==> config.mk <==
export PLATFORM = sky130hd
export DESIGN_NAME = rational_normalizer
export DESIGN_NICKNAME = d
export VERILOG_FILES = /design/src/sv/rnorm_pkg.sv /design/src/sv/rational_normalizer.sv
export SDC_FILE = /design/constraint.sdc
export NUM_CORES = 1
export LEC_CHECK = 0
export BUFFER_PORTS_ARGS = -buffer_cell sky130_fd_sc_hd__buf_2
export CAP_MARGIN = 10
export CORE_ASPECT_RATIO = 0.6
export CORE_MARGIN = 1.5
export CORE_UTILIZATION = 43
export DETAILED_ROUTE_END_ITERATION = 10
export PLACE_DENSITY = 0.57
export SYNTH_ARGS = -nofsm -noshare
export SYNTH_HDL_FRONTEND = slang
export SYNTH_SLANG_ARGS = --single-unit
==> constraint.sdc <==
create_clock -name clock -period 12.78 [get_ports clock]
set_clock_uncertainty 0.05 [all_clocks]
set_input_delay 0 -clock clock [delete_from_list [all_inputs] [get_ports clock]]
set_output_delay 0 -clock clock [all_outputs]
set_load 0.05 [all_outputs]
==> src/sv/rnorm_pkg.sv <==
// Shared constants for the rational normalizer.
package rnorm_pkg;

   localparam int WORD_BITS = 32;
   localparam int DEN_BITS  = WORD_BITS - 1;
   localparam int CNT_BITS  = $clog2(WORD_BITS);

   localparam logic [CNT_BITS-1:0] LAST_STEP = CNT_BITS'(WORD_BITS - 1);

   localparam logic [2:0] S_IDLE  = 3'd0;
   localparam logic [2:0] S_GCD   = 3'd1;
   localparam logic [2:0] S_SHIFT = 3'd2;
   localparam logic [2:0] S_DIV   = 3'd3;
   localparam logic [2:0] S_OUT   = 3'd4;

endpackage

==> src/sv/rational_normalizer.sv <==
// Rational normalizer top level: fraction reduction by binary GCD and serial division.
//
// Input channel req_: req_num_in / req_den_in, signed two's complement fraction.
// Result channel rsp_: rsp_num_out (signed, carries the sign) and rsp_den_out
// (unsigned, non-negative) hold the fraction in lowest terms. A zero numerator
// gives 0/1; a zero denominator with a nonzero numerator gives +1/0 or -1/0.
// One item is processed at a time. After a transfer on req_ the block runs:
//   binary GCD on the magnitudes, one shift or subtract-and-shift per cycle;
//   the common power of two restored one bit per cycle;
//   both divisions by the GCD as restoring dividers side by side, one quotient
//   bit per cycle;
//   then the output register is loaded once it is free.
// A zero numerator skips straight to the output register.
// req_ready is high whenever the sequencer is idle, also while a result still
// waits in the output register. When the receiver stalls, a finished result
// waits in the sequencer until the output register frees up.
// Reset is synchronous and clears the sequencer and the output valid.
module rational_normalizer
   import rnorm_pkg::*;
(
   input  logic                        clock,
   input  logic                        reset,
   input  logic                        req_valid,
   output logic                        req_ready,
   input  logic signed [WORD_BITS-1:0] req_num_in,
   input  logic signed [WORD_BITS-1:0] req_den_in,
   output logic                        rsp_valid,
   input  logic                        rsp_ready,
   output logic signed [WORD_BITS-1:0] rsp_num_out,
   output logic        [DEN_BITS-1:0]  rsp_den_out
);

   logic [2:0]           state_ff, state_in;
   logic [WORD_BITS-1:0] a_ff, a_in;
   logic [WORD_BITS-1:0] b_ff, b_in;
   logic [WORD_BITS-1:0] g_ff, g_in;
   logic [CNT_BITS-1:0]  k_ff, k_in;
   logic [CNT_BITS-1:0]  cnt_ff, cnt_in;
   logic [WORD_BITS-1:0] nq_ff, nq_in;
   logic [WORD_BITS-1:0] dq_ff, dq_in;
   logic [WORD_BITS-1:0] rn_ff, rn_in;
   logic [WORD_BITS-1:0] rd_ff, rd_in;
   logic                 neg_ff, neg_in;
   logic                 rsp_valid_ff, rsp_valid_in;
   logic [WORD_BITS-1:0] rsp_num_ff, rsp_num_in;
   logic [DEN_BITS-1:0]  rsp_den_ff, rsp_den_in;

   logic                 accept;
   logic [WORD_BITS-1:0] num_mag, den_mag;
   logic [WORD_BITS:0]   a_minus_b, b_minus_a;
   logic [WORD_BITS:0]   tn, td, sn, sd;
   logic                 out_free;

   assign accept    = req_valid && req_ready;
   assign req_ready = (state_ff == S_IDLE);
   assign out_free  = !rsp_valid_ff || rsp_ready;

   assign num_mag = req_num_in[WORD_BITS-1] ? (~req_num_in + 1'b1) : req_num_in;
   assign den_mag = req_den_in[WORD_BITS-1] ? (~req_den_in + 1'b1) : req_den_in;

   assign a_minus_b = {1'b0, a_ff} - {1'b0, b_ff};
   assign b_minus_a = {1'b0, b_ff} - {1'b0, a_ff};

   assign tn = {rn_ff, nq_ff[WORD_BITS-1]};
   assign td = {rd_ff, dq_ff[WORD_BITS-1]};
   assign sn = tn - {1'b0, g_ff};
   assign sd = td - {1'b0, g_ff};

   always_comb begin
      state_in     = state_ff;
      a_in         = a_ff;
      b_in         = b_ff;
      g_in         = g_ff;
      k_in         = k_ff;
      cnt_in       = cnt_ff;
      nq_in        = nq_ff;
      dq_in        = dq_ff;
      rn_in        = rn_ff;
      rd_in        = rd_ff;
      neg_in       = neg_ff;
      rsp_valid_in = rsp_valid_ff && !rsp_ready;
      rsp_num_in   = rsp_num_ff;
      rsp_den_in   = rsp_den_ff;

      case (state_ff)
         S_IDLE: begin
            if (accept) begin
               if (req_num_in == '0) begin
                  nq_in    = '0;
                  dq_in    = WORD_BITS'(1);
                  neg_in   = 1'b0;
                  state_in = S_OUT;
               end else begin
                  a_in     = num_mag;
                  b_in     = den_mag;
                  nq_in    = num_mag;
                  dq_in    = den_mag;
                  k_in     = '0;
                  neg_in   = req_num_in[WORD_BITS-1] ^ req_den_in[WORD_BITS-1];
                  state_in = S_GCD;
               end
            end
         end
         S_GCD: begin
            if (a_ff == '0) begin
               g_in     = b_ff;
               state_in = S_SHIFT;
            end else if (b_ff == '0) begin
               g_in     = a_ff;
               state_in = S_SHIFT;
            end else if (!a_ff[0] && !b_ff[0]) begin
               a_in = a_ff >> 1;
               b_in = b_ff >> 1;
               k_in = k_ff + 1'b1;
            end else if (!a_ff[0]) begin
               a_in = a_ff >> 1;
            end else if (!b_ff[0]) begin
               b_in = b_ff >> 1;
            end else if (!a_minus_b[WORD_BITS]) begin
               a_in = a_minus_b[WORD_BITS:1];
            end else begin
               b_in = b_minus_a[WORD_BITS:1];
            end
         end
         S_SHIFT: begin
            if (k_ff == '0) begin
               rn_in    = '0;
               rd_in    = '0;
               cnt_in   = LAST_STEP;
               state_in = S_DIV;
            end else begin
               g_in = g_ff << 1;
               k_in = k_ff - 1'b1;
            end
         end
         S_DIV: begin
            if (!sn[WORD_BITS]) begin
               rn_in = sn[WORD_BITS-1:0];
            end else begin
               rn_in = tn[WORD_BITS-1:0];
            end
            if (!sd[WORD_BITS]) begin
               rd_in = sd[WORD_BITS-1:0];
            end else begin
               rd_in = td[WORD_BITS-1:0];
            end
            nq_in = {nq_ff[WORD_BITS-2:0], !sn[WORD_BITS]};
            dq_in = {dq_ff[WORD_BITS-2:0], !sd[WORD_BITS]};
            if (cnt_ff == '0) begin
               state_in = S_OUT;
            end else begin
               cnt_in = cnt_ff - 1'b1;
            end
         end
         S_OUT: begin
            if (out_free) begin
               rsp_valid_in = 1'b1;
               rsp_num_in   = neg_ff ? (~nq_ff + 1'b1) : nq_ff;
               rsp_den_in   = dq_ff[DEN_BITS-1:0];
               state_in     = S_IDLE;
            end
         end
         default: begin
            state_in = S_IDLE;
         end
      endcase
   end

   always_ff @(posedge clock) begin
      if (reset) begin
         state_ff     <= S_IDLE;
         rsp_valid_ff <= 1'b0;
      end else begin
         state_ff     <= state_in;
         rsp_valid_ff <= rsp_valid_in;
      end
   end

   always_ff @(posedge clock) begin
      a_ff       <= a_in;
      b_ff       <= b_in;
      g_ff       <= g_in;
      k_ff       <= k_in;
      cnt_ff     <= cnt_in;
      nq_ff      <= nq_in;
      dq_ff      <= dq_in;
      rn_ff      <= rn_in;
      rd_ff      <= rd_in;
      neg_ff     <= neg_in;
      rsp_num_ff <= rsp_num_in;
      rsp_den_ff <= rsp_den_in;
   end

   assign rsp_valid   = rsp_valid_ff;
   assign rsp_num_out = rsp_num_ff;
   assign rsp_den_out = rsp_den_ff;

endmodule

==> summary.txt <==
Run status
  – Outcome: finished clean

Logic synthesis
  – Share of Yosys cell area claimed by the top area cell type: 0.408
  – Number of flops mapped to enable cells by yosys: 298
  – Seq/Total Area, Yosys: 0.412
  – Synth warn: 0
  – Post-synthesis sequential element count: 302
  – Synthesized Nets: 2,560
  – Share of flip-flops with an asynchronous set or reset: 0
  – Area contributors post-synth: edfxtp_1 41%, ha_1 7.6%, a21oi_1 6.1%
  – Dominant cell type by area after synthesis: edfxtp_1
  – Library cells used by synthesis: 78
  – Syn Area/Cell: 9.32 um2
  – Cell area after synthesis: 21,900 um2
  – Mapped Cells: 2,353
  – Leading register cell type out of synthesis: edfxtp_1

Routing
  – Antenna viol nets, final: 0
  – DR pass1 iterations: 6
  – Total wire length: 75.6 mm
  – Post-route DRC: 0
  – Drt via density: 6.12
  – Initial DRC count: 2,221
  – Via count: 19,600
  – Drt wl/cell: 23.7 um

Placement
  – Placed Cells: 3,068
  – Placed Area: 23,200 um2
  – Port bufs: 132
  – Final HPWL DP: 57.1 mm
  – GP Congestion: 1.01
  – Place WS: 7.94 ns

Timing
  – Final min period: 5.12 ns
  – Worst slew pin tran: 1.37 ns
  – Number of setup violations in the final report: 0
  – Final Cycle Share: 0.400
  – Slew margin rel.: 0.0805
  – Max Freq: 0.195 GHz
  – Post-Route Setup TNS: 0 ns
  – Slew Limit Fails: 0
  – Final Hold Slack: 0.0437 ns
  – Final worst setup slack: 7.66 ns
  – Final hold viol count: 0
  – Unrepaired setup endpoints after global routing: no

Pwr
  – Register share of total power: 0.260
  – Pwr dens: 301 nW/um2
  – Static Leak: 9.76 nW
  – Pint: 3.74 mW
  – Total power: 7.52 mW
  – Psw: 3.78 mW
  – Switching Fraction: 0.503
  – Combinational share of power: 0.602
  – Clock share of power: 0.138
  – Peak VDD IR: 0.116 mV

Worst setup path
  – Capture point of the worst reg-to-reg path: a_ff[9]$_DFFE_PP_
  – CP Data Arrival Time: 5.47 ns
  – Worst Setup Path Type: reg2reg
  – Critical path endpoint: a_ff[9]$_DFFE_PP_
  – CP Launch Type: flop
  – Slowest stage cell, crit path: nor3_2
  – Worst Path Max Fanout: 21
  – Crit. End Element: flop
  – R2r setup slk: 7.66 ns
  – Worst Setup SP: a_ff[0]$_DFFE_PP_
  – R2R cell count: 13
  – R2r startpoint: a_ff[0]$_DFFE_PP_
  – CP max stage delay: 1.04 ns
  – Worst path cell trace: nand2b_1, inv_1, fa_1, nor2b_1, o21a_1, o21ai_0, a31o_2, a31oi_1, a21boi_1, buf_4, nor3_2, o311ai_0, a22oi_1
  – CP required: 13.13 ns

Layout
  – Area occupied by multi-input gates: 12,000 um2
  – Share of layout cells above drive strength 1: 0.101
  – Commonest non-fill, non-tap cell in the layout: edfxtp_1
  – Fin cells: 3,197
  – Finished Core Util: 0.501
  – Cell area after layout: 25,000 um2
  – Fill count: 4,641
  – Ant diodes: 0
  – Area delta synth->final: 14.1%
  – Final #Nets: 2,697
  – Most frequent cells in the layout: 298 x edfxtp_1, 267 x a21oi_1, 175 x nor2_1, 158 x nand2_1, 158 x o21ai_0
  – Sequential Area: 9030 um2

Global route
  – Met1 Track Usage GR: 0.472
  – First-pass GRT wire length: 113 mm
  – GRT Util Overall: 0.285
  – Grt ovf: 0
  – Antenna violations before repair: 0
  – Met2 usage: 0.373
  – Largest net degree at the start of global routing: 65
  – Met3 usage: 0.0592
  – GRT Max-Usage Layer: met1
  – Vias in the first global route: 17,700

Clock tree
  – CTS Buffer Depth: 3
  – Worst skew pair latency: 0.56 ns
  – H-Tree Depth: 2
  – Clock-pin slew on the worst setup and hold paths: 0.06 ns
  – CTS buffer count: 34
  – Number of clock sinks: 302
  – CTS root buffer: clkbuf_16
  – PostCTS Resize Cnt: 0
  – CTS tree: built

Floorplanning
  – # rows: 63
  – Die width: 295 um
  – DIE HEIGHT: 178 um
  – Initial Utilization: 0.439
  – IO Pins: 133
  – Die Area: 52,400 um2
  – Core Region: 49,900 um2

Worst hold path
  – Worst min-delay path class: in2reg

Flow run
  – Maxcap violations: 0
-- critical path, delay by kind of cell (launching register included) --
family                     cells  cell delay, ns
AOI/OAI and AO/OA              7            1.75
and+or+nand+nor                3            1.49
DFF                            1            0.94
adders and majority gates      1            0.39
buffers and inverters          2            0.34
-- cell type report --
type | instances | share of cell area
Tap cell | 682 | 0.0341
Clock inverter | 19 | 0.0100
Multi-Input combinational cell | 1786 | 0.478
Sequential cell | 302 | 0.361
Timing Repair Buffer | 223 | 0.0603
Inverter | 143 | 0.0215
Clock buffer | 42 | 0.0352
-- how the worst min path moves through the flow --
| stage | from | to | slack (ns) | depth (start not counted) |
|---|---|---|---|---|
| 4_1_cts | req_den_in[19] | dq_ff[19]$_DFFE_PP_ | 0.02 | 3 |
| 3_5_place_dp | reset | rsp_valid$_SDFF_PP0_ | 0.17 | 2 |
| 5_1_grt | req_den_in[19] | dq_ff[19]$_DFFE_PP_ | 0.05 | 3 |
| 3_3_place_gp | reset | state_ff[0]$_SDFFE_PP0P_ | 0.17 | 2 |
| 2_1_floorplan | reset | rsp_valid$_SDFF_PP0_ | 0.02 | 1 |
| 6_report | req_den_in[19] | dq_ff[19]$_DFFE_PP_ | 0.04 | 3 |
-- repair_timing --
action                                  4_1_cts  5_1_grt
setup buffers                                 0        0
hold endpoints to repair                    111        0
hold buffers                                 67        0
endpoints found under the setup margin        0        0
-- logic make-up (layout without fill, tap and decap cells) --
kind of cell	Yosys count	after routing	synth area share
and+or+nand+nor	626	626	0.141
buffers and inverters	265	427	0.0458
adders and majority gates	139	139	0.0810
DFF	302	302	0.412
AOI/OAI and AO/OA	798	798	0.230
muxes	32	32	0.0147
xor gates and xnor gates	191	191	0.0763
-- power groups by stage --
stage	registers, mW	clock network (mW)	logic, mW
after floorplan	1.77	0	3.15
after global placement	1.95	0	4.36
after detailed placement	1.95	0	4.36
after CTS	1.93	1.05	4.40
after global routing	1.97	1.09	4.90
final	1.95	1.04	4.53
-- flip-flops by register name, summed over array words and instances, names as in the netlist --
register / count
a_ff: 32
b_ff: 32
dq_ff: 32
g_ff: 32
nq_ff: 32
rd_ff: 32
rn_ff: 32
rsp_num_out: 32
rsp_den_out: 31
cnt_ff: 5
k_ff: 5
state_ff: 3
neg_ff: 1
rsp_valid: 1
-- synthesized netlist by cell type (all sizes together) (45+ instances only) --
library cell and instances:
nand2 161, inv 141, xor2 87, o21ai 166, a211oi 52, clkbuf 105
xnor2 104, o31ai 45, a21oi 269, edfxtp 298, ha 134, nor2 176
a21o 62, nand3 60
-- metal layers --
metal / vias to the layer above / wire (um)
met4: 0 / 961
li1: 9078 / -
met5: - / 0
met1: 9532 / 38500
met2: 886 / 28500
met3: 81 / 7730
(Power assumes the default switching activity.)
